==> config.mk <==
export PLATFORM = sky130hd
export DESIGN_NAME = shp_pos
export DESIGN_NICKNAME = d
export VERILOG_FILES = /design/src/hdl/shp_pkg.sv /design/src/hdl/shp_pos.sv
export SDC_FILE = /design/constraint.sdc
export NUM_CORES = 1
export LEC_CHECK = 0
export ABC_AREA = 1
export BUFFER_PORTS_ARGS = -buffer_cell sky130_fd_sc_hd__clkbuf_2
export CAP_MARGIN = 20
export CORE_ASPECT_RATIO = 0.8
export CORE_MARGIN = 2
export CORE_UTILIZATION = 55
export CTS_CLUSTER_DIAMETER = 40
export DETAILED_ROUTE_END_ITERATION = 10
export PLACE_DENSITY = 0.76
export SYNTH_ARGS = -nofsm -noshare
export SYNTH_HDL_FRONTEND = slang
export SYNTH_SLANG_ARGS = --single-unit
==> constraint.sdc <==
create_clock -name clk -period 7.4 [get_ports clk]
set_input_delay 0.74 -clock clk [delete_from_list [all_inputs] [get_ports clk]]
set_output_delay 0.74 -clock clk [all_outputs]
set_load 0.01 [all_outputs]
==> src/hdl/shp_pkg.sv <==
// Shared types and constants for the 3x3 sharpen stream block.
// No dependencies; every other file in hdl/ except shp_ram imports this package.
package shp_pkg;

  // Configuration register map
  localparam int CFG_IW = 2;
  localparam int CFG_DW = 12;

  localparam logic [CFG_IW-1:0] REG_FRAME_WIDTH   = 2'd0;
  localparam logic [CFG_IW-1:0] REG_FRAME_HEIGHT  = 2'd1;
  localparam logic [CFG_IW-1:0] REG_CHANNEL_COUNT = 2'd2;

  localparam int FW_W = 11;
  localparam int FH_W = 12;
  localparam int CC_W = 3;

  localparam logic [FW_W-1:0] FRAME_WIDTH_RST   = 11'd640;
  localparam logic [FH_W-1:0] FRAME_HEIGHT_RST  = 12'd480;
  localparam logic [CC_W-1:0] CHANNEL_COUNT_RST = 3'd3;

  // Smallest frame dimension and largest row count
  localparam int MIN_DIM  = 3;
  localparam int MAX_ROWS = 4095;

  localparam int SAMPLE_W = 8;

  typedef struct packed {
    logic [SAMPLE_W-1:0] sample;
    logic                frame_start;
  } shp_in_t;

  typedef struct packed {
    logic [SAMPLE_W-1:0] sharpened;
    logic                last_of_run;
    logic                last_of_frame;
  } shp_out_t;

  // Per-item position flags handed from the position counters to the datapath
  typedef struct packed {
    logic emits;        // row above exists, so the item produces a result
    logic two_out;      // last row: extra zero border result follows
    logic border;       // result row is first row, or column is first/last
    logic has_right;    // right neighbor lies inside the row
    logic last_sample;  // final sample of the frame
  } shp_flags_t;

endpackage

==> src/hdl/shp_pos.sv <==
// Raster position counters (column, channel, row) and line store addressing.
// Depends on shp_pkg.
module shp_pos #(
  parameter int MAX_WIDTH    = 1024,
  parameter int MAX_CHANNELS = 4
) (
  input  logic                                  clk,
  input  logic                                  rst_n,
  input  logic                                  advance,
  input  logic                                  frame_start,
  input  logic [$clog2(MAX_WIDTH+1)-1:0]        w_eff,
  input  logic [shp_pkg::FH_W-1:0]              h_eff,
  input  logic [$clog2(MAX_CHANNELS+1)-1:0]     ch_eff,
  output logic [$clog2(MAX_WIDTH*MAX_CHANNELS)-1:0] addr,
  output logic [$clog2(MAX_WIDTH*MAX_CHANNELS)-1:0] addr_right,
  output logic [((MAX_CHANNELS > 1) ? $clog2(MAX_CHANNELS) : 1)-1:0] chan,
  output shp_pkg::shp_flags_t                   flags
);
  import shp_pkg::*;

  localparam int CW  = $clog2(MAX_WIDTH + 1);
  localparam int XW  = $clog2(MAX_WIDTH);
  localparam int CNW = $clog2(MAX_CHANNELS + 1);
  localparam int CHW = (MAX_CHANNELS > 1) ? $clog2(MAX_CHANNELS) : 1;
  localparam int AW  = $clog2(MAX_WIDTH * MAX_CHANNELS);
  localparam int PW  = XW + CNW + 1;

  logic [XW-1:0]   col_r, col_nxt, x0;
  logic [CHW-1:0]  chan_r, chan_nxt, c0;
  logic [FH_W-1:0] row_r, row_nxt, r0;
  logic [PW-1:0]   prod, sum_c, sum_r;
  logic [CW-1:0]   w_m1;
  logic [FH_W-1:0] h_m1;
  logic [CNW-1:0]  ch_m1;
  logic [CNW:0]    c_inc;
  logic [CW:0]     x_inc;
  logic [FH_W:0]   r_inc;

  always_comb begin
    // Drop to zero on frame start or when a position lies past its bound
    x0 = (frame_start || ({1'b0, col_r} >= {1'b0, w_eff})) ? '0 : col_r;
    c0 = (frame_start || ({1'b0, chan_r} >= {1'b0, ch_eff})) ? '0 : chan_r;
    r0 = (frame_start || (row_r >= h_eff)) ? '0 : row_r;

    w_m1  = w_eff - 1'b1;
    h_m1  = h_eff - 1'b1;
    ch_m1 = ch_eff - 1'b1;

    prod  = PW'({{CNW{1'b0}}, x0} * {{XW{1'b0}}, ch_eff});
    sum_c = prod + PW'(c0);
    sum_r = sum_c + PW'(ch_eff);
    addr       = sum_c[AW-1:0];
    addr_right = sum_r[AW-1:0];
    chan       = c0;

    flags.emits       = (r0 != '0);
    flags.two_out     = (r0 == h_m1);
    flags.border      = (r0 == FH_W'(1)) || (x0 == '0) || (PW'(x0) == PW'(w_m1));
    flags.has_right   = (PW'(x0) != PW'(w_m1));
    flags.last_sample = (r0 == h_m1) && (PW'(x0) == PW'(w_m1)) &&
                        (PW'(c0) == PW'(ch_m1));

    // Advance channel, then column, then row
    c_inc = (CNW+1)'(c0) + 1'b1;
    x_inc = (CW+1)'(x0) + 1'b1;
    r_inc = {1'b0, r0} + 1'b1;
    chan_nxt = c0;
    col_nxt  = x0;
    row_nxt  = r0;
    if (c_inc >= {1'b0, ch_eff}) begin
      chan_nxt = '0;
      if (x_inc >= {1'b0, w_eff}) begin
        col_nxt = '0;
        row_nxt = (r_inc >= {1'b0, h_eff}) ? '0 : r_inc[FH_W-1:0];
      end else begin
        col_nxt = x_inc[XW-1:0];
      end
    end else begin
      chan_nxt = c_inc[CHW-1:0];
    end
  end

  always_ff @(posedge clk) begin
    if (!rst_n) begin
      col_r  <= '0;
      chan_r <= '0;
      row_r  <= '0;
    end else if (advance) begin
      col_r  <= col_nxt;
      chan_r <= chan_nxt;
      row_r  <= row_nxt;
    end
  end

endmodule

==> impl_results.md, run 1 <==
- Ys flop type: dfxtp_1
- Initial drt markers: ~420
- Syn nets: 921
- Gpl congestion: ~0.93
- Synth-to-Final Area Change: 9.99%
- Critical R2R Launch: col_r[4]$_SDFFE_PN0P_
- Layout Skew: ~0.0017 ns
- Power Density: between 80 and 90 nW/um2
- Initial core utilization: a little under three fifths
- Post-route ant nets: 0
- TritonCTS Buffers: 3
- CP endpoint kind: output pin
- Post-Synthesis Cells: 796
- First-pass GRT wire length: 24,100 um
- Critical Path Fanout Max: 7
- Initial antenna violation count: 0
- Cts hold-fix bufs: 0
- Syn Area/Cell: ~6.4 um2
- Row count: 31
- Placeable Area: between 8000 and 9000 um2
- Peak supply drop: between 80 and 90 uV
- Slowest-stage cell, CP: fa_1
- Die W: between 100 and 150 um
- #FFs+latches synth: 24
- Async SR Flop Fraction: 0%
- TritonCTS clock tree: built
- Setup WS post-layout: just under 1 ns
- CP bufs+invs: 8
- Total of fill cells in the finished design: 856
- Vias: around 5,400
- DR pass1 iterations: 5
- Pre-CTS WS: ~1.0 ns
- Top delay family on crit path: adder cells
- Post-synth EDFFs: 0
- FF+latch area: 480 um2
- Slew Limit Headroom: approximately half
- FMAX: around 160 MHz
- Via density: roughly 5.6
- CTS clk-pin slew, worst paths: roughly 0.060 ns
- Average wire per standard cell: ~15 um
- CP required: approximately 6.7 ns
- Fin Hold WS: between 0.4 and 0.5 ns
- Post-route setup TNS: 0 ns
- Status: complete, no violations
- Post-synth top area share: a little over a fifth
- WP data arrival: roughly 5.7 ns
- Post-Syn Area: about 5100 um2
- Post-route DRC violation count: 0
- Startpoint Class: input port
- IO buf count: 60
- Die Y-Extent: ~90 um
- GRT Residual Overflow: 0
- Synth cell types: between 40 and 50
- Final critical-path required period: around 6.4 ns
- Hold Vio Cnt, Final: 0
- Hold path start: row_r[0]$_SDFFE_PN0P_
- HP Class: register to register
- Post-synthesis sequential area ratio: 9.47%
- Worst-Margin Slew: ~0.76 ns
- Critical path class: input port to output pin
- CTS resizes: 0
- H-tree Lvls: 1
- Pin count of the biggest net entering global routing: 25
- Area leader, netlist: ha_1
- Worst setup path startpoint: w_eff[8]
- Final period util: between 80% and 90%
- Synth area leaders: ha_1 21%, nand2_1 15%, dfxtp_1 9.5%, inv_1 9.1%, xor2_1 6.9%
- Vias in the first global route: just over 5,000
- Postcts setup bufs: 0
- Final wirelength: about 14,000 um
- Share of cells above drive strength 1: roughly an eighth
- Total global-route track usage: between 20% and 30%
- Die area: about 10,000 um2
- CP peak stage delay: between 0.5 and 0.6 ns
- Commonest non-fill, non-tap cell in the layout: nand2_1
- RSZ-0062 raised after global routing: false
- ANT cells: 0
- Clock Path Buffers: 2
- DPL Wire Length: between 10,000 and 15,000 um
- P_leak: approximately 3 nW
- Clock latency at the later pin of the worst-skew pair: between 0.2 and 0.3 ns
- Sink Count: 24
- Fin nets: around 980
- # Max-Cap Violations: 0
- Max Slew Vio Count: 0
- Ports: 61
- Most frequent cells in the layout: 197 x nand2_1, 123 x inv_1, 85 x ha_1
- YS warnings: 0
- Final setup vio count: 0
- Clk root buf: clkbuf_16
- Multi-input combinational cell area: roughly 4000 um2
## cells in the mapped netlist (2+ instances only)
library cell / number
ha_1: 85
nand2_2: 5
o21ai_0: 24
nor2_2: 8
dfxtp_1: 24
nand2_1: 197
o21a_1: 2
a31oi_1: 2
nor3_1: 17
xor2_1: 40
o211ai_1: 2
nor3_2: 3
o2111ai_1: 2
inv_1: 123
o21ai_1: 4
nor2_4: 6
clkinv_1: 2
nand3_1: 37
nor4_1: 2
or2_2: 4
nor2_8: 2
inv_2: 9
clkbuf_8: 2
xnor2_1: 10
a21oi_1: 68
nand4_1: 19
fa_1: 10
nor2_1: 70
## routing by layer
metal	vias to the layer above	wire [um]	global-route usage (%)
met1	2481	6880	41.7
met5	-	0	0
met3	22	1060	4.86
li1	2705	-	-
met4	0	192	5.66
met2	206	6170	45.1
## state kept, by name (all words and copies together) (netlist names)
name / cells
row_r: 12
col_r: 10
chan_r: 2
## worst min-delay path, cell delays in order, from the launching register on
cell	delay, ns
dfxtp_1	0.31
nand2_1	0.06
a21oi_1	0.06
## metrics by stage
stage	cells	area [um2]	total power, mW	utilization, %
floorplan	796	5070	0.273	-
global placement	967	5470	0.322	60.8
detailed placement	967	5470	0.327	60.8
CTS	971	5580	0.486	62.0
global route	971	5580	0.520	62.0
finish	971	5580	0.487	62.0
## report_power, final
| part | switching, mW | total [mW] | leakage (nW) | internal [mW] |
|---|---|---|---|---|
| Clock | 0.0511 | 0.159 | 0.0511 | 0.108 |
| Combinational | 0.121 | 0.185 | 2.81 | 0.0644 |
| Sequential | 0.00832 | 0.143 | 0.196 | 0.135 |
| Total | 0.180 | 0.487 | 3.06 | 0.307 |
## layout make-up
type | count | share of cell area (%)
repair buffers | 61 | 5.52
multi-input cells | 633 | 72.4
clock buffers | 3 | 1.35
inverters | 134 | 9.02
flip-flops and latches | 24 | 8.61
clock inverters | 1 | 0.538
well taps | 115 | 2.58
## path summary, 6_finish.rpt
| check | slack, ns | cells after the start | end |
|---|---|---|---|
| max | 0.98 | 29 | addr_right[11] |
| min reg2reg | 0.46 | 2 | row_r[0]$_SDFFE_PN0P_ |
| max reg2reg | 2.44 | 24 | row_r[0]$_SDFFE_PN0P_ |
| min | 0.46 | 2 | row_r[0]$_SDFFE_PN0P_ |
## logic make-up after synthesis
| logic type | Yosys count | share of synthesized area, % |
|---|---|---|
| simple gates | 375 | 33.6 |
| buf+inv | 139 | 10.9 |
| compound gates | 112 | 12.1 |
| fa+ha+maj | 95 | 24.9 |
| xor+xnor | 51 | 8.96 |
| flops | 24 | 9.47 |
No activity file was read; power rests on OpenSTA's default activity.
==> run 2: changes to the inputs <==
--- a/config.mk
+++ b/config.mk
@@ -13,6 +13,7 @@
 export CORE_UTILIZATION = 55
 export CTS_CLUSTER_DIAMETER = 40
 export DETAILED_ROUTE_END_ITERATION = 10
+export HOLD_SLACK_MARGIN = 0.03
 export PLACE_DENSITY = 0.76
 export SYNTH_ARGS = -nofsm -noshare
 export SYNTH_HDL_FRONTEND = slang
==> constraint.sdc (replaced) <==
create_clock -name clk -period 7.4 [get_ports clk]
set_input_delay 1.48 -clock clk [delete_from_list [all_inputs] [get_ports clk]]
set_output_delay 1.48 -clock clk [all_outputs]
set_load 0.01 [all_outputs]
==> run 2 against run 1 <==
Sequential power hardly changed. Final area grew 8.2%. Register-to-register slack improved by 0.03 ns. Core utilization is 5.1 points higher. Sequential share of layout area down 0.65 points. Clock skew rose by 0.0014 ns. Largest power group unchanged. Critical path depth is 3 higher. Die area unchanged. Highest routed layer unchanged. Combinational power grew 10%. Global-route usage shrank 0.20 points. Maximum frequency fell by 11%. Power up 3.0%.
==> impl_results.md, run 2 (synthesized netlist as in run 1, its figures left out) <==
- Status: complete, no violations
- Comb power frac: 40.6% (+2.6 points)
- # Max-Cap Violations: 0 (unchanged)
- Flop-to-flop setup slack: 2.47 ns (+0.03 ns)
- Most frequent cells in the layout: 193 x nand2_1, 113 x inv_1, 72 x ha_1
- Pin count of the biggest net entering global routing: 25 (unchanged)
- TritonCTS clock tree: built
- Fin Hold WS: 0.468 ns (+0.00379 ns)
- CP endpoint kind: output pin
- Gpl congestion: 0.970 (+4.3%)
- Die area: 10,000 um2 (unchanged)
- Post-route DRC violation count: 0 (unchanged)
- Hold Vio Cnt, Final: 0 (unchanged)
- HP Class: register to register
- Critical R2R Launch: row_r[5]$_SDFFE_PN0P_
- Sink Count: 24 (unchanged)
- Final critical-path required period: 7.19 ns (+0.769 ns)
- Critical path class: input port to output pin
- Sw Pwr: 0.183 mW (+1.7%)
- Hold-critical path depth: 2 (unchanged)
- Placed Cells: 986 (+2.0%)
- Initial antenna violation count: 0 (unchanged)
- DPL Wire Length: 12,100 um (+0.24%)
- GRT Residual Overflow: 0 (unchanged)
- Initial drt markers: 458 (+9.8%)
- Initial core utilization: 56.4% (unchanged)
- Post-route insts no fill: 997 (+2.7%)
- Final setup vio count: 0 (unchanged)
- Share of cells above drive strength 1: 19.8% (+7.1 points)
- Power Density: 83.2 nW/um2 (-4.8%)
- Layout Skew: 0.00306 ns (+0.00139 ns)
- FMAX: 139 MHz (-11%)
- Post-route setup TNS: 0 ns (unchanged)
- Slowest-stage cell, CP: fa_1
- Biggest register: row_r
- Cts hold-fix bufs: 0 (unchanged)
- Hold path start: row_r[0]$_SDFFE_PN0P_
- First-pass GRT wire length: 24,200 um (+0.23%)
- Total global-route track usage: 28.5% (-0.20 points)
- Critical Path Fanout Max: 5 (-2)
- Final wirelength: 14,800 um (+3.4%)
- Top Registers: row_r (12), col_r (10), chan_r (2)
- Row count: 31 (unchanged)
- Switch share: 36.5% (-0.48 points)
- Vias: 5,528 (+2.1%)
- H-tree Lvls: 1 (unchanged)
- DR pass1 iterations: 5 (unchanged)
- Fin nets: 1,008 (+2.6%)
- Post-route ant nets: 0 (unchanged)
- Clock latency at the later pin of the worst-skew pair: 0.26 ns (about the same)
- CP peak stage delay: 0.50 ns (-0.05 ns)
- Final total power: 0.502 mW (+3.0%)
- Worst reg-to-reg path cell count: 33 (+38%)
- FF+latch area: 480 um2 (unchanged)
- Slew Limit Headroom: 50.8% (+1.7 points)
- Placeable Area: 9000 um2 (unchanged)
- IO buf count: 60 (unchanged)
- Vias in the first global route: 5,144 (+1.0%)
- Die W: 111 um (unchanged)
- Average wire per standard cell: 14.8 um (+0.72%)
- Clock Path Buffers: 2 (unchanged)
- Synth-to-Final Area Change: 19.0%
- Critical R2R Capture: row_r[6]$_SDFFE_PN0P_
- Total of fill cells in the finished design: 756 (-12%)
- Int Power: 0.319 mW (+3.8%)
- WP data arrival: 5.71 ns (+0.03 ns)
- Commonest non-fill, non-tap cell in the layout: nand2_1
- Worst-Margin Slew: 0.737 ns (-0.0252 ns)
- Die Y-Extent: 89.9 um (unchanged)
- TritonCTS Buffers: 3 (unchanged)
- Peak supply drop: 83.1 uV (+1.4%)
- Final period util: 97.2% (+10 points)
- Largest register FFs: 12 (unchanged)
- Max Slew Vio Count: 0 (unchanged)
- Via density: 5.54 (-0.56%)
- CP required: 5.92 ns (-0.74 ns)
- Hold endpoint: row_r[0]$_SDFFE_PN0P_
- Register share of total power: 28.5% (-0.9 points)
- Ports: 61 (unchanged)
- ANT cells: 0 (unchanged)
- Clock network fraction of total power: 30.8% (-1.8 points)
- Clk root buf: clkbuf_16
- Startpoint Class: input port
- Multi-input combinational cell area: 4280 um2 (+6.1%)
- P_leak: 3.20 nW (+4.5%)
- CTS clk-pin slew, worst paths: 0.06 ns (about the same)
[run 2: cell types whose count changed in the layout (fill, tap and decap cells not counted), moves of 7 or more]
cell / delta
inv_1: -10
buf_4: +25
ha_1: -13
ha_4: +13
inv_2: +7
[run 2: critical path: cells and delay by family]
| kind | cells | cell delay (ns) |
|---|---|---|
| AND/OR/NAND/NOR | 15 | 1.56 |
| adder cells (fa/ha/maj) | 6 | 1.85 |
| buffers and inverters | 9 | 0.71 |
| AO/OA/AOI/OAI | 2 | 0.10 |
[run 2: final cells by class]
type	count	share of cell area, %
inverters	134	8.46
clock buffers	3	1.24
well taps	115	2.38
flip-flops and latches	24	7.96
multi-input cells	633	71.0
clock inverters	1	0.498
repair buffers	87	8.50
[run 2: what timing repair did]
item | 4_1_cts | 5_1_grt
gates resized for setup | 4 | 53
pin swaps | 1 | 23
gates cloned | 0 | 0
endpoints found under the setup margin | 2 | 8
hold endpoints to repair | 0 | 0
buffers inserted | 0 | 7
[run 2: how the worst max path moves through the flow]
stage | to | from | slack (ns) | depth (start not counted)
3_3_place_gp | addr_right[11] | w_eff[2] | 0.02 | 30
2_1_floorplan | addr_right[11] | w_eff[8] | 0.15 | 27
5_1_grt | addr_right[10] | w_eff[6] | -0.08 | 27
3_5_place_dp | addr_right[11] | w_eff[9] | -0.23 | 32
6_report | addr_right[11] | w_eff[8] | 0.21 | 32
4_1_cts | addr_right[11] | w_eff[2] | 0.01 | 32
[run 2: per-stage QoR]
stage	worst slack (ns)	cell area, um2	utilization (%)
floorplan	0.148	5070	-
global placement	0.0224	5620	62.4
detailed placement	-0.227	5620	62.4
global route	-0.0795	6040	67.1
CTS	0.00990	5740	63.8
finish	0.209	6040	67.1
[run 2: power by group through the flow]
stage	clock, mW	sequential [mW]	combinational, mW
after global routing	0.163	0.144	0.227
after floorplan	0	0.143	0.130
final	0.155	0.143	0.204
after detailed placement	0	0.146	0.187
after CTS	0.155	0.143	0.189
after global placement	0	0.146	0.182
[run 2: routing by layer]
| metal | wire length [um] | share of wire [%] | track usage, % |
|---|---|---|---|
| met1 | 6840 | 46 | 42.6 |
| met5 | 0 | 0 | 0 |
| met3 | 1400 | 9.5 | 4.11 |
| met2 | 6350 | 43 | 44.8 |
| met4 | 198 | 1.3 | 3.81 |
==> run 3: changes to the inputs <==
--- a/config.mk
+++ b/config.mk
@@ -6,8 +6,7 @@
 export NUM_CORES = 1
 export LEC_CHECK = 0
 export ABC_AREA = 1
-export BUFFER_PORTS_ARGS = -buffer_cell sky130_fd_sc_hd__clkbuf_2
-export CAP_MARGIN = 20
+export BUFFER_PORTS_ARGS = -buffer_cell sky130_fd_sc_hd__buf_4
 export CORE_ASPECT_RATIO = 0.8
 export CORE_MARGIN = 2
 export CORE_UTILIZATION = 55
==> run 3 against run 2 <==
Non-clock buffer count up 1. Clock-buffer cell count unchanged. Sequential share of layout area down 0.13 points. Cell count up 0.10%. Clock power about the same. First-iteration DRC count up 13%. Final area up 1.7%. Via count up 0.42%. Critical path depth unchanged. Hold slack better by 0.0045 ns. Register-to-register slack worse by 0.12 ns. Critical endpoint unchanged. Highest routed layer is now met5.
==> impl_results.md, run 3 (synthesized netlist as in run 1, its figures left out) <==
- Status: complete, no violations
- CTS clk-pin slew, worst paths: 0.06 ns (about the same)
- Layout Skew: 0.00189 ns (-0.00117 ns)
- Peak supply drop: 75.4 uV (-9.3%)
- P_leak: 3.24 nW (+1.5%)
- Initial antenna violation count: 1 (+1)
- Slowest-stage cell, CP: fa_1
- Ports: 61 (unchanged)
- CP dominant cell by count: ha_4
- Share of cells above drive strength 1: 19.4% (-0.48 points)
- DR pass1 iterations: 6 (+1)
- Critical R2R Launch: row_r[5]$_SDFFE_PN0P_
- ANT cells: 0 (unchanged)
- Gpl congestion: 0.953 (-1.7%)
- Critical path class: input port to output pin
- Final period util: 97.8% (+0.58 points)
- Clock Path Buffers: 2 (unchanged)
- Synth-to-Final Area Change: 21.1%
- Top Registers: row_r (12), col_r (10), chan_r (2)
- Die area: 10,000 um2 (unchanged)
- Vias in the first global route: 5,139 (-0.097%)
- Post-route DRC violation count: 0 (unchanged)
- DPL Wire Length: 12,700 um (+5.2%)
- Fin nets: 1,009 (+0.099%)
- Clk root buf: clkbuf_16
- Total of fill cells in the finished design: 826 (+9.3%)
- First-pass GRT wire length: 24,600 um (+1.8%)
- Final wirelength: 15,500 um (+4.6%)
- Post-route insts no fill: 998 (+0.10%)
- Die Y-Extent: 89.9 um (unchanged)
- Hold Vio Cnt, Final: 0 (unchanged)
- Biggest register: row_r
- CP endpoint kind: output pin
- Clock latency at the later pin of the worst-skew pair: 0.26 ns (about the same)
- Fin area: 6140 um2 (+1.7%)
- IO buf count: 60 (unchanged)
- Largest register FFs: 12 (unchanged)
- Average wire per standard cell: 15.5 um (+4.5%)
- Worst-Margin Slew: 0.773 ns (+0.0358 ns)
- H-tree Lvls: 1 (unchanged)
- Final setup vio count: 0 (unchanged)
- Final Core Density: 68.2% (+1.2 points)
- Post-route ant nets: 0 (unchanged)
- Die W: 111 um (unchanged)
- Slew Limit Headroom: 48.4% (-2.4 points)
- TritonCTS Buffers: 3 (unchanged)
- Via density: 5.56 (+0.32%)
- TritonCTS clock tree: built
- HP Class: register to register
- Max Slew Vio Count: 0 (unchanged)
- Sink Count: 24 (unchanged)
- Pin count of the biggest net entering global routing: 25 (unchanged)
- CP required: 5.92 ns (about the same)
- Startpoint Class: input port
- Worst setup path startpoint: w_eff[2]
- Row count: 31 (unchanged)
- Most frequent cells in the layout: 194 x nand2_1, 113 x inv_1, 87 x buf_4
- Commonest non-fill, non-tap cell in the layout: nand2_1
- GRT Residual Overflow: 0 (unchanged)
- Placed Cells: 988 (+0.20%)
- CP peak stage delay: 0.55 ns (+0.05 ns)
- Critical Path Fanout Max: 4 (-1)
- Final critical-path required period: 7.23 ns (+0.0428 ns)
- Total global-route track usage: 29.4% (+0.81 points)
- Placeable Area: 9000 um2 (unchanged)
- Vias: 5,551 (+0.42%)
- FMAX: 138 MHz (-0.59%)
- Initial core utilization: 56.4% (unchanged)
- WP data arrival: 5.75 ns (+0.04 ns)
- Post-DP Area: 5780 um2 (+2.9%)
- Initial drt markers: 517 (+13%)
- Hold path start: row_r[0]$_SDFFE_PN0P_
- # Max-Cap Violations: 0 (unchanged)
- Power Density: 83.3 nW/um2 (+0.14%)
==> run 3: cell count changes in the layout (fill, tap and decap cells not counted), sizes merged <==
cell    before  now
buf         30   88
clkbuf      60    3
==> run 3: stage by stage <==
step,power (mW),hold slack (ns),TNS (ns),worst slack [ns]
finish,0.511,0.473,0,0.166
global route,0.543,0.492,-0.0646,-0.0522
CTS,0.500,0.475,0,0.0443
detailed placement,0.343,0.465,-0.256,-0.170
global placement,0.338,0.454,0,0.0225
floorplan,0.273,0.444,0,0.148
==> run 3: cell type report <==
| cell class | count | area [um2] | area share, % |
|---|---|---|---|
| Sequential cell | 24 | 480 | 7.83 |
| Multi-Input combinational cell | 633 | 4240 | 69.0 |
| Timing Repair Buffer | 88 | 664 | 10.8 |
| Tap cell | 115 | 144 | 2.34 |
| Inverter | 134 | 510 | 8.31 |
| Clock buffer | 3 | 75.1 | 1.22 |
| Clock inverter | 1 | 30.0 | 0.489 |
==> run 3: timing repair <==
| item | CTS | global route |
|---|---|---|
| hold buffers | 0 | 0 |
| pin swaps | 1 | 22 |
| endpoints found under the setup margin | 2 | 8 |
| buffers inserted | 0 | 6 |
| gates resized for setup | 3 | 44 |
==> run 3: report_power, final <==
group          internal [mW]  total, mW  switching [mW]
Clock                  0.108      0.156          0.0480
Sequential             0.135      0.144         0.00899
Combinational         0.0830      0.212           0.129
Total                  0.326      0.511           0.186
==> run 3: layer usage <==
metal	wire length, um	vias up	GRT usage, %
li1	-	2745	-
met1	7150	2517	42.7
met2	6780	258	46.3
met3	1380	29	6.14
met4	154	2	3.29
met5	13	-	0
==> run 3: critical path: cells and delay by family <==
family / cells / cell delay [ns]
AO/OA/AOI/OAI: 4 / 0.31
buffers and inverters: 9 / 0.73
AND/OR/NAND/NOR: 13 / 1.53
adder cells (fa/ha/maj): 6 / 1.74
==> run 3: final timing paths <==
check,to,slack (ns),depth (start not counted)
hold reg to reg,row_r[0]$_SDFFE_PN0P_,0.47,2
hold / removal,row_r[0]$_SDFFE_PN0P_,0.47,2
setup / recovery,addr_right[11],0.17,32
setup reg to reg,row_r[3]$_SDFFE_PN0P_,2.35,33
