**config.mk**
```make
export PLATFORM = sky130hd
export DESIGN_NAME = shp_kernel
export DESIGN_NICKNAME = d
export VERILOG_FILES = /design/src/hdl/shp_pkg.sv /design/src/hdl/shp_kernel.sv
export SDC_FILE = /design/constraint.sdc
export NUM_CORES = 1
export LEC_CHECK = 0
export ABC_CLOCK_PERIOD_IN_PS = 5600
export BUFFER_PORTS_ARGS = -buffer_cell sky130_fd_sc_hd__clkbuf_2
export CORE_ASPECT_RATIO = 0.9
export CORE_MARGIN = 2
export CORE_UTILIZATION = 56
export DETAILED_ROUTE_END_ITERATION = 16
export PLACE_DENSITY = 0.92
export SLEW_MARGIN = 20
export SYNTH_ARGS = -nofsm -noshare
export SYNTH_HDL_FRONTEND = slang
export SYNTH_SLANG_ARGS = --single-unit
```
**constraint.sdc**
```tcl
create_clock -name vclk -period 5.6
set_clock_uncertainty 0.15 [all_clocks]
set_input_delay 0.28 -clock vclk [all_inputs]
set_output_delay 0.28 -clock vclk [all_outputs]
set_load 0.01 [all_outputs]
```
**src/hdl/shp_pkg.sv**
```systemverilog
// Shared types and constants for the 3x3 sharpen stream block.
// No dependencies; every other file in hdl/ except shp_ram imports this package.
package shp_pkg;

  // Configuration register map
  localparam int CFG_IW = 2;
  localparam int CFG_DW = 12;

  localparam logic [CFG_IW-1:0] REG_FRAME_WIDTH   = 2'd0;
  localparam logic [CFG_IW-1:0] REG_FRAME_HEIGHT  = 2'd1;
  localparam logic [CFG_IW-1:0] REG_CHANNEL_COUNT = 2'd2;

  localparam int FW_W = 11;
  localparam int FH_W = 12;
  localparam int CC_W = 3;

  localparam logic [FW_W-1:0] FRAME_WIDTH_RST   = 11'd640;
  localparam logic [FH_W-1:0] FRAME_HEIGHT_RST  = 12'd480;
  localparam logic [CC_W-1:0] CHANNEL_COUNT_RST = 3'd3;

  // Smallest frame dimension and largest row count
  localparam int MIN_DIM  = 3;
  localparam int MAX_ROWS = 4095;

  localparam int SAMPLE_W = 8;

  typedef struct packed {
    logic [SAMPLE_W-1:0] sample;
    logic                frame_start;
  } shp_in_t;

  typedef struct packed {
    logic [SAMPLE_W-1:0] sharpened;
    logic                last_of_run;
    logic                last_of_frame;
  } shp_out_t;

  // Per-item position flags handed from the position counters to the datapath
  typedef struct packed {
    logic emits;        // row above exists, so the item produces a result
    logic two_out;      // last row: extra zero border result follows
    logic border;       // result row is first row, or column is first/last
    logic has_right;    // right neighbor lies inside the row
    logic last_sample;  // final sample of the frame
  } shp_flags_t;

endpackage

```
**src/hdl/shp_kernel.sv**
```systemverilog
// Laplacian sharpen arithmetic: 5*center minus four neighbors, saturated; zero on a border.
// Depends on shp_pkg.
module shp_kernel (
  input  logic [shp_pkg::SAMPLE_W-1:0] center,
  input  logic [shp_pkg::SAMPLE_W-1:0] left,
  input  logic [shp_pkg::SAMPLE_W-1:0] right,
  input  logic [shp_pkg::SAMPLE_W-1:0] up,
  input  logic [shp_pkg::SAMPLE_W-1:0] down,
  input  logic                         border,
  output logic [shp_pkg::SAMPLE_W-1:0] sharpened
);
  import shp_pkg::*;

  logic [11:0] pos_sum;
  logic [11:0] neg_sum;
  logic [11:0] diff;

  always_comb begin
    pos_sum = {2'b00, center, 2'b00} + {4'b0000, center};
    neg_sum = {4'b0000, left} + {4'b0000, right} + {4'b0000, up} + {4'b0000, down};
    diff    = pos_sum - neg_sum;
    if (border || (neg_sum > pos_sum)) begin
      sharpened = '0;
    end else if (diff > 12'd255) begin
      sharpened = '1;
    end else begin
      sharpened = diff[SAMPLE_W-1:0];
    end
  end

endmodule
```
==> flow_summary.html, run 1 <==
<table>
<tr><th>Metric</th><th>Value</th></tr>
<tr><th colspan="2">Run status</th></tr>
<tr><td>Outcome</td><td>complete, no violations</td></tr>
<tr><th colspan="2">Worst hold path</th></tr>
<tr><td>Worst Hold End</td><td>sharpened[0]</td></tr>
<tr><td>Worst min path class</td><td>in2out</td></tr>
<tr><td>Critical hold path startpoint</td><td>center[0]</td></tr>
<tr><td>Number of cells on the worst hold path</td><td>6</td></tr>
<tr><th colspan="2">Synthesis</th></tr>
<tr><td>Post-synthesis cell count</td><td>209</td></tr>
<tr><td>Top cells by area in the synthesized netlist</td><td>sky130_fd_sc_hd__fa_1 22%, sky130_fd_sc_hd__ha_1 21%, sky130_fd_sc_hd__inv_1 12%</td></tr>
<tr><td>Cell taking the most area after synthesis</td><td>sky130_fd_sc_hd__fa_1</td></tr>
<tr><td>Avg Synthesized Cell Area</td><td>7.878 um2</td></tr>
<tr><td>Fraction of the yosys area taken by sequential cells</td><td>0</td></tr>
<tr><td>Cell area after synthesis</td><td>1647 um2</td></tr>
<tr><td>Area share of the largest cell type after synthesis</td><td>0.2188</td></tr>
<tr><td>Net count after synthesis</td><td>295</td></tr>
<tr><td>Number of library cell types mapped by synthesis</td><td>35</td></tr>
<tr><td>Warnings from Yosys</td><td>0</td></tr>
<tr><th colspan="2">Power</th></tr>
<tr><td>Fraction of power spent switching nets</td><td>0.5586</td></tr>
<tr><td>Static Leak</td><td>0.001129 uW</td></tr>
<tr><td>Power per standard cell area</td><td>482.5 nW/um2</td></tr>
<tr><td>Clock network fraction of total power</td><td>0</td></tr>
<tr><td>Internal power</td><td>412.5 uW</td></tr>
<tr><td>Worst supply voltage drop on vdd</td><td>231.5 uV</td></tr>
<tr><td>Combinational share of power</td><td>1.000</td></tr>
<tr><td>Net switching power figure</td><td>522.1 uW</td></tr>
<tr><td>Sequential cell fraction of total power</td><td>0</td></tr>
<tr><th colspan="2">Place</th></tr>
<tr><td>Last weighted congestion value of the routability-driven placer</td><td>0.8771</td></tr>
<tr><td>Detailed-placement wirelength estimate</td><td>3.013 mm</td></tr>
<tr><td>Number of I/O port buffers</td><td>49</td></tr>
<tr><td>Worst setup slack after placement</td><td>476.3 ps</td></tr>
<tr><td>Area post-placement</td><td>1937 um2</td></tr>
<tr><th colspan="2">Final layout</th></tr>
<tr><td>Antenna cell count</td><td>0</td></tr>
<tr><td>Final non-filler cell area</td><td>1937 um2</td></tr>
<tr><td>Area growth from synthesis to layout</td><td>17.63%</td></tr>
<tr><td>Number of clock buffer instances in the layout</td><td>0</td></tr>
<tr><td>Nets@finish</td><td>345</td></tr>
<tr><td>Number of sequential cells</td><td>0</td></tr>
<tr><td>Number of fill cells</td><td>259</td></tr>
<tr><td>Final Core Density</td><td>0.6992</td></tr>
<tr><td>Share of post-route cells with drive strength above 1</td><td>0.2101</td></tr>
<tr><td>Storage cell area</td><td>0 um2</td></tr>
<tr><th colspan="2">STA</th></tr>
<tr><td>Unrepaired setup endpoints after global routing</td><td>no</td></tr>
<tr><td>Crit path setup slack, layout</td><td>449.2 ps</td></tr>
<tr><td>Pins over their slew limit</td><td>0</td></tr>
<tr><td>Clock period minus final worst setup slack</td><td>5151 ps</td></tr>
<tr><td>Final setup viols</td><td>0</td></tr>
<tr><td>Number of endpoints with negative hold slack in the final report</td><td>0</td></tr>
<tr><td>Least-Margin Pin Slew</td><td>402.0 ps</td></tr>
<tr><td>Slew HR</td><td>0.7320</td></tr>
<tr><td>Share of the clock period used by the worst path after layout</td><td>0.9198</td></tr>
<tr><td>Final total negative setup slack</td><td>0 ps</td></tr>
<tr><td>Highest clock rate</td><td>0.1941 GHz</td></tr>
<tr><th colspan="2">Clock tree</th></tr>
<tr><td>Buffers inserted during post-CTS setup optimization</td><td>0</td></tr>
<tr><td>Number of buffers added to fix hold violations after cts</td><td>0</td></tr>
<tr><td>Post-cts gate resize count</td><td>0</td></tr>
<tr><th colspan="2">Detailed routing</th></tr>
<tr><td>Routed wire length</td><td>3.268 mm</td></tr>
<tr><td>Remaining antenna violation count after routing</td><td>0</td></tr>
<tr><td>DRT Pass-1 Iters</td><td>4</td></tr>
<tr><td>Average vias per placed instance</td><td>5.327</td></tr>
<tr><td>Via total after detailed routing</td><td>1582</td></tr>
<tr><td>Residual DRC</td><td>0</td></tr>
<tr><td>Wire per inst</td><td>11.00 um</td></tr>
<tr><td>Violation count after the first detailed-route iteration</td><td>53</td></tr>
<tr><th colspan="2">Floorplanning</th></tr>
<tr><td>Die outline area</td><td>3390 um2</td></tr>
<tr><td>Core Region</td><td>2770 um2</td></tr>
<tr><td>Die Y-Extent</td><td>55.44 um</td></tr>
<tr><td>Total number of placement rows</td><td>18</td></tr>
<tr><td>Effective utilization at floorplan</td><td>0.5944</td></tr>
<tr><td>Number of I/O pins</td><td>49</td></tr>
<tr><td>Die Span X</td><td>61.16 um</td></tr>
<tr><th colspan="2">Global routing</th></tr>
<tr><td>Global-route met3 utilization</td><td>0.002342</td></tr>
<tr><td>Via count of the first global-routing pass</td><td>1448</td></tr>
<tr><td>Number of antenna violations at the first check in global routing</td><td>0</td></tr>
<tr><td>Met1 capacity usage during global routing</td><td>0.2348</td></tr>
<tr><td>Overall track demand over capacity in global routing</td><td>0.1946</td></tr>
<tr><td>GRT busiest layer</td><td>met2</td></tr>
<tr><td>Pin count of the biggest net entering global routing</td><td>9</td></tr>
<tr><td>Met2 Resource Use GR</td><td>0.3739</td></tr>
<tr><td>Total grt overflow</td><td>0</td></tr>
<tr><td>First-pass GRT wire length</td><td>5.388 mm</td></tr>
<tr><th colspan="2">Setup path</th></tr>
<tr><td>Required time at the worst-slack endpoint</td><td>5170 ps</td></tr>
<tr><td>Highest net fanout along the worst path</td><td>8</td></tr>
<tr><td>Kind of end point of the critical path</td><td>output port</td></tr>
<tr><td>Worst Setup Start Kind</td><td>primary input</td></tr>
<tr><td>Arrival time reported for the critical path endpoint</td><td>4720 ps</td></tr>
<tr><td>Type of the worst setup path</td><td>in2out</td></tr>
<tr><th colspan="2">Job</th></tr>
<tr><td>Number of max-cap violations</td><td>0</td></tr>
</table>
[layout make-up]
type	instances	area [um2]	share of cell area
inverters	52	195.2	0.1008
multi-input cells	156	1446	0.7468
well taps	40	50.05	0.02584
repair buffers	49	245.2	0.1266
[kinds of logic (layout without fill, tap and decap cells)]
group	count (synthesis)	in the layout	synth area share
AOI/OAI and AO/OA	60	60	0.2644
xor gates and xnor gates	17	17	0.09042
muxes	1	1	0.006079
and+or+nand+nor	33	33	0.09347
buffers and inverters	53	101	0.1216
adders and majority gates	45	45	0.4240
[per-stage QoR]
step                      power (uW)  instances  hold WS (ps)
after floorplan                709.7        209         692.5
after global placement         898.1        297         960.8
after detailed placement       919.7        297         966.9
after CTS                      926.7        297         965.4
after global routing            1036        297          1009
final                          934.6        297         961.6
[power groups by stage]
| stage | combinational (uW) | clock (uW) | sequential (uW) |
|---|---|---|---|
| 2_1_floorplan | 710 | 0 | 0 |
| 3_3_place_gp | 898 | 0 | 0 |
| 3_5_place_dp | 920 | 0 | 0 |
| 4_1_cts | 927 | 0 | 0 |
| 5_1_grt | 1040 | 0 | 0 |
| 6_report | 935 | 0 | 0 |
[worst max path at each step]
stage / cells after the start / startpoint / to / slack [ps]
after floorplan: 18 / left[1] / sharpened[0] / 990
after global placement: 20 / left[1] / sharpened[7] / 630
after detailed placement: 20 / left[1] / sharpened[7] / 480
after CTS: 20 / left[1] / sharpened[7] / 470
after global routing: 20 / left[1] / sharpened[7] / 230
final: 20 / left[1] / sharpened[4] / 450
[critical path, stage by stage]
cell and delay, ps:
sky130_fd_sc_hd__clkbuf_2 80, sky130_fd_sc_hd__inv_1 50, sky130_fd_sc_hd__fa_1 540, sky130_fd_sc_hd__inv_1 50, sky130_fd_sc_hd__fa_1 450, sky130_fd_sc_hd__ha_1 250
sky130_fd_sc_hd__fa_1 420, sky130_fd_sc_hd__a21o_1 200, sky130_fd_sc_hd__a21oi_1 230, sky130_fd_sc_hd__o21bai_1 100, sky130_fd_sc_hd__a21oi_1 220, sky130_fd_sc_hd__nor2_1 70
sky130_fd_sc_hd__a211oi_1 210, sky130_fd_sc_hd__ha_1 330, sky130_fd_sc_hd__and3_1 230, sky130_fd_sc_hd__a221oi_1 270, sky130_fd_sc_hd__a21oi_1 130, sky130_fd_sc_hd__o22ai_2 370
sky130_fd_sc_hd__a21o_1 130, sky130_fd_sc_hd__clkbuf_2 130
[per-layer routing]
layer  routed length (um)  share of wire
met1                 1392           0.43
met2                 1726           0.53
met3                  134          0.041
met4                   15         0.0046
met5                    0              0
[Yosys cell counts (2+ instances only)]
library cell	n
sky130_fd_sc_hd__a21oi_1	15
sky130_fd_sc_hd__a211oi_1	2
sky130_fd_sc_hd__ha_1	27
sky130_fd_sc_hd__a311o_1	2
sky130_fd_sc_hd__nor3_1	3
sky130_fd_sc_hd__a21o_1	15
sky130_fd_sc_hd__a221oi_1	2
sky130_fd_sc_hd__o21ai_0	5
sky130_fd_sc_hd__inv_1	52
sky130_fd_sc_hd__nand3_1	7
sky130_fd_sc_hd__o2111ai_1	3
sky130_fd_sc_hd__o21bai_1	4
sky130_fd_sc_hd__o21a_1	2
sky130_fd_sc_hd__xor2_1	6
sky130_fd_sc_hd__nor2b_1	2
sky130_fd_sc_hd__nand2_1	5
sky130_fd_sc_hd__fa_1	18
sky130_fd_sc_hd__xnor2_1	11
sky130_fd_sc_hd__o2bb2ai_1	2
sky130_fd_sc_hd__nor2_1	11
[placed cells by master, fill, tap and decap left out, types with 2 or more instances in the layout]
cell / synthesis / routed
sky130_fd_sc_hd__o21a_1: 2 / 2
sky130_fd_sc_hd__xor2_1: 6 / 6
sky130_fd_sc_hd__xnor2_1: 11 / 11
sky130_fd_sc_hd__nand3_1: 7 / 7
sky130_fd_sc_hd__o21bai_1: 4 / 4
sky130_fd_sc_hd__clkbuf_2: 0 / 49
sky130_fd_sc_hd__nand2_1: 5 / 5
sky130_fd_sc_hd__a21oi_1: 15 / 15
sky130_fd_sc_hd__ha_1: 27 / 27
sky130_fd_sc_hd__nor3_1: 3 / 3
sky130_fd_sc_hd__o2bb2ai_1: 2 / 2
sky130_fd_sc_hd__a21o_1: 15 / 15
sky130_fd_sc_hd__nor2b_1: 2 / 2
sky130_fd_sc_hd__inv_1: 52 / 52
sky130_fd_sc_hd__fa_1: 18 / 18
sky130_fd_sc_hd__a221oi_1: 2 / 2
sky130_fd_sc_hd__o21ai_0: 5 / 5
sky130_fd_sc_hd__o2111ai_1: 3 / 3
sky130_fd_sc_hd__a311o_1: 2 / 2
sky130_fd_sc_hd__a211oi_1: 2 / 2
sky130_fd_sc_hd__nor2_1: 11 / 11
Power figures use the tool's default switching activity.
==> run 2: changes to the inputs <==
--- a/config.mk
+++ b/config.mk
@@ -5,13 +5,14 @@
 export SDC_FILE = /design/constraint.sdc
 export NUM_CORES = 1
 export LEC_CHECK = 0
-export ABC_CLOCK_PERIOD_IN_PS = 5600
+export ABC_CLOCK_PERIOD_IN_PS = 4450
 export BUFFER_PORTS_ARGS = -buffer_cell sky130_fd_sc_hd__clkbuf_2
 export CORE_ASPECT_RATIO = 0.9
 export CORE_MARGIN = 2
-export CORE_UTILIZATION = 56
+export CORE_UTILIZATION = 50
 export DETAILED_ROUTE_END_ITERATION = 16
-export PLACE_DENSITY = 0.92
+export GPL_TIMING_DRIVEN = 0
+export PLACE_DENSITY = 0.87
 export SLEW_MARGIN = 20
 export SYNTH_ARGS = -nofsm -noshare
 export SYNTH_HDL_FRONTEND = slang
==> constraint.sdc (replaced) <==
create_clock -name vclk -period 4.45
set_clock_uncertainty 0.15 [all_clocks]
set_input_delay 0.2225 -clock vclk [all_inputs]
set_output_delay 0.2225 -clock vclk [all_outputs]
set_load 0.01 [all_outputs]
==> run 2 against run 1 <==
  * The run now ends with setup timing left
  * Critical path depth stayed put
  * Combinational power increased by 71%
  * First-iteration DRC count increased by 70%
  * Count of clock-buffer cells in the layout did not move
  * Largest cell class unchanged
  * Total power increased by 72%
  * Hold slack worse by 100 ps
==> flow_summary.html, run 2 (synthesized netlist as in run 1, its figures left out) <==
<table>
<tr><th>Metric</th><th>Value</th></tr>
<tr><th colspan="2">Run status</th></tr>
<tr><td>Outcome</td><td>finished, violations left</td></tr>
<tr><td>Violations in the final reports</td><td>setup timing</td></tr>
<tr><th colspan="2">Final layout</th></tr>
<tr><td>Antenna cell count</td><td>0 (unchanged)</td></tr>
<tr><td>Share of post-route cells with drive strength above 1</td><td>0.3542 (+0.1441)</td></tr>
<tr><td>Nets@finish</td><td>359 (+4.1%)</td></tr>
<tr><td>Area growth from synthesis to layout</td><td>35.64%</td></tr>
<tr><td>Storage cell area</td><td>0 um2 (unchanged)</td></tr>
<tr><td>Number of sequential cells</td><td>0 (unchanged)</td></tr>
<tr><td>Final Core Density</td><td>0.7227 (+0.02348)</td></tr>
<tr><td>Commonest non-fill, non-tap cells in the layout</td><td>49 x sky130_fd_sc_hd__inv_1, 46 x sky130_fd_sc_hd__clkbuf_2, 23 x sky130_fd_sc_hd__ha_1</td></tr>
<tr><td>Commonest non-fill, non-tap cell in the layout</td><td>sky130_fd_sc_hd__inv_1</td></tr>
<tr><td>Number of clock buffer instances in the layout</td><td>0 (unchanged)</td></tr>
<tr><th colspan="2">Global routing</th></tr>
<tr><td>Total grt overflow</td><td>0 (unchanged)</td></tr>
<tr><td>Number of antenna violations at the first check in global routing</td><td>0 (unchanged)</td></tr>
<tr><td>First-pass GRT wire length</td><td>6.120 mm (+14%)</td></tr>
<tr><td>Overall track demand over capacity in global routing</td><td>0.1932 (-0.001369)</td></tr>
<tr><td>Via count of the first global-routing pass</td><td>1587 (+9.6%)</td></tr>
<tr><td>Pin count of the biggest net entering global routing</td><td>9 (unchanged)</td></tr>
<tr><th colspan="2">Floorplanning</th></tr>
<tr><td>Die Span X</td><td>64.49 um (+5.5%)</td></tr>
<tr><td>Die Y-Extent</td><td>58.44 um (+5.4%)</td></tr>
<tr><td>Number of I/O pins</td><td>49 (unchanged)</td></tr>
<tr><td>Core Region</td><td>3090 um2 (+12%)</td></tr>
<tr><td>Effective utilization at floorplan</td><td>0.5328 (-0.06161)</td></tr>
<tr><td>Total number of placement rows</td><td>19 (+1)</td></tr>
<tr><td>Die outline area</td><td>3769 um2 (+11%)</td></tr>
<tr><th colspan="2">Setup path</th></tr>
<tr><td>Kind of end point of the critical path</td><td>output port</td></tr>
<tr><td>Arrival time reported for the critical path endpoint</td><td>4540 ps (-180 ps)</td></tr>
<tr><td>Ordered cell list for the critical path</td><td>clkbuf_2 &gt; inv_1 &gt; fa_1 &gt; fa_1 &gt; inv_2 &gt; ha_1 &gt; a21o_1 &gt; a21oi_2 &gt; nor2b_1 &gt; o21a_1 &gt; nor2_1 &gt; xor2_1 &gt; ha_1 &gt; a21o_1 &gt; o21bai_4 &gt; a221oi_4 &gt; mux2i_2 &gt; o22ai_4 &gt; a21o_1 &gt; buf_2</td></tr>
<tr><td>Highest net fanout along the worst path</td><td>8 (unchanged)</td></tr>
<tr><td>Required time at the worst-slack endpoint</td><td>4080 ps (-1090 ps)</td></tr>
<tr><td>Type of the worst setup path</td><td>in2out</td></tr>
<tr><td>Top cell by count, worst path</td><td>sky130_fd_sc_hd__a21o_1</td></tr>
<tr><td>Slowest CP cell</td><td>sky130_fd_sc_hd__fa_1</td></tr>
<tr><td>Cell family with most CP delay</td><td>adder cells</td></tr>
<tr><td>Longest individual stage delay on the worst path</td><td>550 ps (about the same)</td></tr>
<tr><td>Sum of buffers and inverters on the critical path</td><td>4 (unchanged)</td></tr>
<tr><td>Worst Setup Start Kind</td><td>primary input</td></tr>
<tr><th colspan="2">Place</th></tr>
<tr><td>Last weighted congestion value of the routability-driven placer</td><td>0.8413 (-4.1%)</td></tr>
<tr><td>Number of I/O port buffers</td><td>49 (unchanged)</td></tr>
<tr><td>Worst setup slack after placement</td><td>-610.8 ps (-1087 ps)</td></tr>
<tr><td>Detailed-placement wirelength estimate</td><td>2.966 mm (-1.6%)</td></tr>
<tr><th colspan="2">Power</th></tr>
<tr><td>Post-layout total power</td><td>1603 uW (+72%)</td></tr>
<tr><td>Power per standard cell area</td><td>717.9 nW/um2 (+49%)</td></tr>
<tr><td>Static Leak</td><td>0.001211 uW (+7.3%)</td></tr>
<tr><td>Worst supply voltage drop on vdd</td><td>352.1 uV (+52%)</td></tr>
<tr><th colspan="2">Detailed routing</th></tr>
<tr><td>Routed wire length</td><td>4.217 mm (+29%)</td></tr>
<tr><td>Average vias per placed instance</td><td>5.492 (+3.1%)</td></tr>
<tr><td>Wire per inst</td><td>13.47 um (+22%)</td></tr>
<tr><td>DRT Pass-1 Iters</td><td>4 (unchanged)</td></tr>
<tr><td>Remaining antenna violation count after routing</td><td>0 (unchanged)</td></tr>
<tr><td>Via total after detailed routing</td><td>1719 (+8.7%)</td></tr>
<tr><td>Violation count after the first detailed-route iteration</td><td>90 (+70%)</td></tr>
<tr><td>Residual DRC</td><td>0 (unchanged)</td></tr>
<tr><th colspan="2">STA</th></tr>
<tr><td>Least-Margin Pin Slew</td><td>429.5 ps (+27.51 ps)</td></tr>
<tr><td>Number of endpoints with negative hold slack in the final report</td><td>0 (unchanged)</td></tr>
<tr><td>Pins over their slew limit</td><td>0 (unchanged)</td></tr>
<tr><td>Clock period minus final worst setup slack</td><td>4914 ps</td></tr>
<tr><td>Share of the clock period used by the worst path after layout</td><td>1.104</td></tr>
<tr><td>Slew HR</td><td>0.7117 (-0.02026)</td></tr>
<tr><td>Final setup viols</td><td>8 (+8)</td></tr>
<tr><td>Highest clock rate</td><td>0.2035 GHz</td></tr>
<tr><td>Unrepaired setup endpoints after global routing</td><td>yes</td></tr>
<tr><td>Crit path setup slack, layout</td><td>-463.8 ps (-913.0 ps)</td></tr>
<tr><td>Hold slack</td><td>859.8 ps (-101.8 ps)</td></tr>
<tr><th colspan="2">Clock tree</th></tr>
<tr><td>Number of buffers added to fix hold violations after cts</td><td>0 (unchanged)</td></tr>
<tr><th colspan="2">Worst hold path</th></tr>
<tr><td>Worst min path class</td><td>in2out</td></tr>
<tr><th colspan="2">Job</th></tr>
<tr><td>Number of max-cap violations</td><td>0 (unchanged)</td></tr>
</table>
run 2: metrics by stage:
| step | TNS (ps) | area (um2) | std cells |
|---|---|---|---|
| floorplan | 0 | 1653 | 209 |
| global placement | -3472 | 1951 | 300 |
| detailed placement | -4796 | 1951 | 300 |
| CTS | -1899 | 2039 | 306 |
| global route | -4959 | 2233 | 313 |
| finish | -3588 | 2233 | 313 |
run 2: worst paths after layout:
check	from	to	depth (start not counted)
worst max-delay path	left[2]	sharpened[7]	20
worst min-delay path	center[1]	sharpened[1]	4
run 2: power breakdown:
| group | total, uW | switching [uW] | leakage (uW) | internal (uW) |
|---|---|---|---|---|
| logic | 1600 | 859 | 0.00121 | 744 |
| clock network | 0 | 0 | 0 | 0 |
| registers | 0 | 0 | 0 | 0 |
| total | 1600 | 859 | 0.00121 | 744 |
run 2: final cells by class:
type | count | area (um2)
tap | 42 | 52.55
fill | 221 | 857.1
timing repair buffer | 62 | 355.3
multi-input combinational | 156 | 1623
buffer | 1 | 7.507
inverter | 52 | 195.2
run 2: what timing repair did:
action / 4_1_cts / 5_1_grt
setup buffers: 6 / 8
gates resized for setup: 11 / 28
pin swaps: 14 / 26
endpoints found under the setup margin: 8 / 8
run 2: layer usage:
layer	part of all wire	global-route usage	vias to the layer above
met5	0	0	-
met3	0.062	0.007648	10
met2	0.54	0.3988	66
met4	0.017	0.01216	0
met1	0.38	0.2323	808
li1	-	-	835
==> run 3: changes to the inputs <==
--- a/config.mk
+++ b/config.mk
@@ -13,6 +13,7 @@
 export DETAILED_ROUTE_END_ITERATION = 16
 export GPL_TIMING_DRIVEN = 0
 export PLACE_DENSITY = 0.87
+export SETUP_SLACK_MARGIN = 0.02
 export SLEW_MARGIN = 20
 export SYNTH_ARGS = -nofsm -noshare
 export SYNTH_HDL_FRONTEND = slang
==> run 3 against run 2 <==
  * Largest cell class unchanged
  * Setup slack improved by 170 ps
  * Non-clock buffer count rose by 1
  * Utilization grew 0.32 points
  * Maximum frequency increased by 3.6%
  * The flow still finishes with violations (setup timing)
  * Die area unchanged
  * Hold slack about the same
==> flow_summary.html, run 3 (synthesized netlist as in run 1, its figures left out) <==
<table>
<tr><th>Metric</th><th>Value</th></tr>
<tr><th colspan="2">Run status</th></tr>
<tr><td>Outcome</td><td>finished, violations left</td></tr>
<tr><td>Violations in the final reports</td><td>setup timing</td></tr>
<tr><th colspan="2">Detailed routing</th></tr>
<tr><td>Residual DRC</td><td>0 (unchanged)</td></tr>
<tr><td>DRT Pass-1 Iters</td><td>6 (+2)</td></tr>
<tr><td>Violation count after the first detailed-route iteration</td><td>70 (-22%)</td></tr>
<tr><td>Via total after detailed routing</td><td>1723 (+0.23%)</td></tr>
<tr><td>Remaining antenna violation count after routing</td><td>0 (unchanged)</td></tr>
<tr><td>Routed wire length</td><td>4.174 mm (-1.0%)</td></tr>
<tr><td>Average vias per placed instance</td><td>5.487 (about the same)</td></tr>
<tr><td>Wire per inst</td><td>13.29 um (-1.3%)</td></tr>
<tr><th colspan="2">Final layout</th></tr>
<tr><td>Commonest non-fill, non-tap cell in the layout</td><td>sky130_fd_sc_hd__inv_1</td></tr>
<tr><td>Commonest non-fill, non-tap cells in the layout</td><td>47 x sky130_fd_sc_hd__inv_1, 45 x sky130_fd_sc_hd__clkbuf_2, 22 x sky130_fd_sc_hd__ha_1</td></tr>
<tr><td>Storage cell area</td><td>0 um2 (unchanged)</td></tr>
<tr><td>Final Core Density</td><td>0.7259 (+0.003239)</td></tr>
<tr><td>Number of sequential cells</td><td>0 (unchanged)</td></tr>
<tr><td>Final non-filler cell area</td><td>2243 um2 (+0.45%)</td></tr>
<tr><td>Area growth from synthesis to layout</td><td>36.25%</td></tr>
<tr><td>Number of fill cells</td><td>215 (-2.7%)</td></tr>
<tr><td>Nets@finish</td><td>360 (+0.28%)</td></tr>
<tr><td>Antenna cell count</td><td>0 (unchanged)</td></tr>
<tr><td>Share of post-route cells with drive strength above 1</td><td>0.3529 (-0.001302)</td></tr>
<tr><td>Number of clock buffer instances in the layout</td><td>0 (unchanged)</td></tr>
<tr><th colspan="2">STA</th></tr>
<tr><td>Number of endpoints with negative hold slack in the final report</td><td>0 (unchanged)</td></tr>
<tr><td>Unrepaired setup endpoints after global routing</td><td>yes</td></tr>
<tr><td>Pins over their slew limit</td><td>0 (unchanged)</td></tr>
<tr><td>Share of the clock period used by the worst path after layout</td><td>1.065 (-0.03887)</td></tr>
<tr><td>Crit path setup slack, layout</td><td>-290.8 ps (+173.0 ps)</td></tr>
<tr><td>Hold slack</td><td>860.0 ps (+0.1870 ps)</td></tr>
<tr><td>Highest clock rate</td><td>0.2109 GHz (+3.6%)</td></tr>
<tr><td>Clock period minus final worst setup slack</td><td>4741 ps (-173.0 ps)</td></tr>
<tr><td>Final setup viols</td><td>8 (unchanged)</td></tr>
<tr><td>Least-Margin Pin Slew</td><td>454.0 ps (+24.49 ps)</td></tr>
<tr><td>Slew HR</td><td>0.6953 (-0.01644)</td></tr>
<tr><th colspan="2">Floorplanning</th></tr>
<tr><td>Number of I/O pins</td><td>49 (unchanged)</td></tr>
<tr><td>Die Span X</td><td>64.49 um (unchanged)</td></tr>
<tr><td>Effective utilization at floorplan</td><td>0.5328 (unchanged)</td></tr>
<tr><td>Core Region</td><td>3090 um2 (unchanged)</td></tr>
<tr><td>Die outline area</td><td>3769 um2 (unchanged)</td></tr>
<tr><td>Die Y-Extent</td><td>58.44 um (unchanged)</td></tr>
<tr><td>Total number of placement rows</td><td>19 (unchanged)</td></tr>
<tr><th colspan="2">Global routing</th></tr>
<tr><td>Overall track demand over capacity in global routing</td><td>0.1932 (unchanged)</td></tr>
<tr><td>First-pass GRT wire length</td><td>6.120 mm (unchanged)</td></tr>
<tr><td>Pin count of the biggest net entering global routing</td><td>9 (unchanged)</td></tr>
<tr><td>Total grt overflow</td><td>0 (unchanged)</td></tr>
<tr><td>Number of antenna violations at the first check in global routing</td><td>0 (unchanged)</td></tr>
<tr><td>Via count of the first global-routing pass</td><td>1587 (unchanged)</td></tr>
<tr><th colspan="2">Setup path</th></tr>
<tr><td>Cell family with most CP delay</td><td>compound AO/OA/AOI/OAI gates</td></tr>
<tr><td>Worst Setup Start Kind</td><td>primary input</td></tr>
<tr><td>Arrival time reported for the critical path endpoint</td><td>4370 ps (-170 ps)</td></tr>
<tr><td>Slowest CP cell</td><td>sky130_fd_sc_hd__fa_1</td></tr>
<tr><td>Required time at the worst-slack endpoint</td><td>4080 ps (about the same)</td></tr>
<tr><td>Sum of buffers and inverters on the critical path</td><td>5 (+1)</td></tr>
<tr><td>Highest net fanout along the worst path</td><td>8 (unchanged)</td></tr>
<tr><td>Type of the worst setup path</td><td>in2out</td></tr>
<tr><td>Kind of end point of the critical path</td><td>output port</td></tr>
<tr><td>Ordered cell list for the critical path</td><td>buf_6 &gt; inv_2 &gt; fa_1 &gt; fa_1 &gt; inv_2 &gt; ha_4 &gt; a21o_1 &gt; a21oi_2 &gt; nor2b_1 &gt; o21a_1 &gt; o41a_1 &gt; xnor2_2 &gt; ha_1 &gt; a21o_4 &gt; a221oi_4 &gt; mux2i_1 &gt; o22ai_2 &gt; buf_6 &gt; a21o_1 &gt; buf_2</td></tr>
<tr><td>Longest individual stage delay on the worst path</td><td>550 ps (about the same)</td></tr>
<tr><th colspan="2">Place</th></tr>
<tr><td>Detailed-placement wirelength estimate</td><td>2.966 mm (unchanged)</td></tr>
<tr><td>Last weighted congestion value of the routability-driven placer</td><td>0.8413 (unchanged)</td></tr>
<tr><td>Number of I/O port buffers</td><td>49 (unchanged)</td></tr>
<tr><td>Area post-placement</td><td>1951 um2 (unchanged)</td></tr>
<tr><td>Worst setup slack after placement</td><td>-610.8 ps (unchanged)</td></tr>
<tr><th colspan="2">Power</th></tr>
<tr><td>Worst supply voltage drop on vdd</td><td>334.2 uV (-5.1%)</td></tr>
<tr><td>Static Leak</td><td>0.001215 uW (+0.31%)</td></tr>
<tr><td>Power per standard cell area</td><td>703.3 nW/um2 (-2.0%)</td></tr>
<tr><th colspan="2">Clock tree</th></tr>
<tr><td>Number of buffers added to fix hold violations after cts</td><td>0 (unchanged)</td></tr>
<tr><th colspan="2">Job</th></tr>
<tr><td>Number of max-cap violations</td><td>0 (unchanged)</td></tr>
<tr><th colspan="2">Worst hold path</th></tr>
<tr><td>Worst min path class</td><td>in2out</td></tr>
</table>
[run 3: worst paths after layout]
kind	start	endpoint	slack, ps	depth (start not counted)
worst max-delay path	left[2]	sharpened[7]	-290	20
worst min-delay path	center[1]	sharpened[1]	860	4
[run 3: layer usage]
metal / global-route usage / part of all wire / vias up
li1: - / - / 841
met2: 0.3988 / 0.54 / 66
met3: 0.007648 / 0.048 / 12
met1: 0.2323 / 0.39 / 804
met4: 0.01216 / 0.020 / 0
met5: 0 / 0 / -
[run 3: timing repair]
item | CTS | global route
buffers inserted | 6 | 8
pin swaps | 14 | 31
setup endpoints to repair | 8 | 8
resized for setup | 11 | 27
[run 3: through the flow]
stage / total power (uW) / setup TNS [ps] / std cells
4_1_cts: 1284 / -1899 / 306
3_3_place_gp: 1136 / -3472 / 300
3_5_place_dp: 1166 / -4796 / 300
2_1_floorplan: 897.1 / 0 / 209
5_1_grt: 1706 / -3898 / 314
6_report: 1578 / -2259 / 314
[run 3: area by class of cell]
class	count	area, um2	share of cell area
multi-input cells	156	1615	0.7200
repair buffers	63	372.9	0.1662
inverters	52	195.2	0.08700
well taps	42	52.55	0.02342
plain buffers	1	7.507	0.003346
[run 3: worst min-delay path: cells and delay by family]
family	cells	cell delay, ps
buffers and inverters	2	280
adder cells (fa/ha/maj)	1	190
AO/OA/AOI/OAI	1	100
[run 3: power breakdown]
group	switching (uW)	total (uW)	internal (uW)
Combinational	829	1580	748
Clock	0	0	0
Sequential	0	0	0
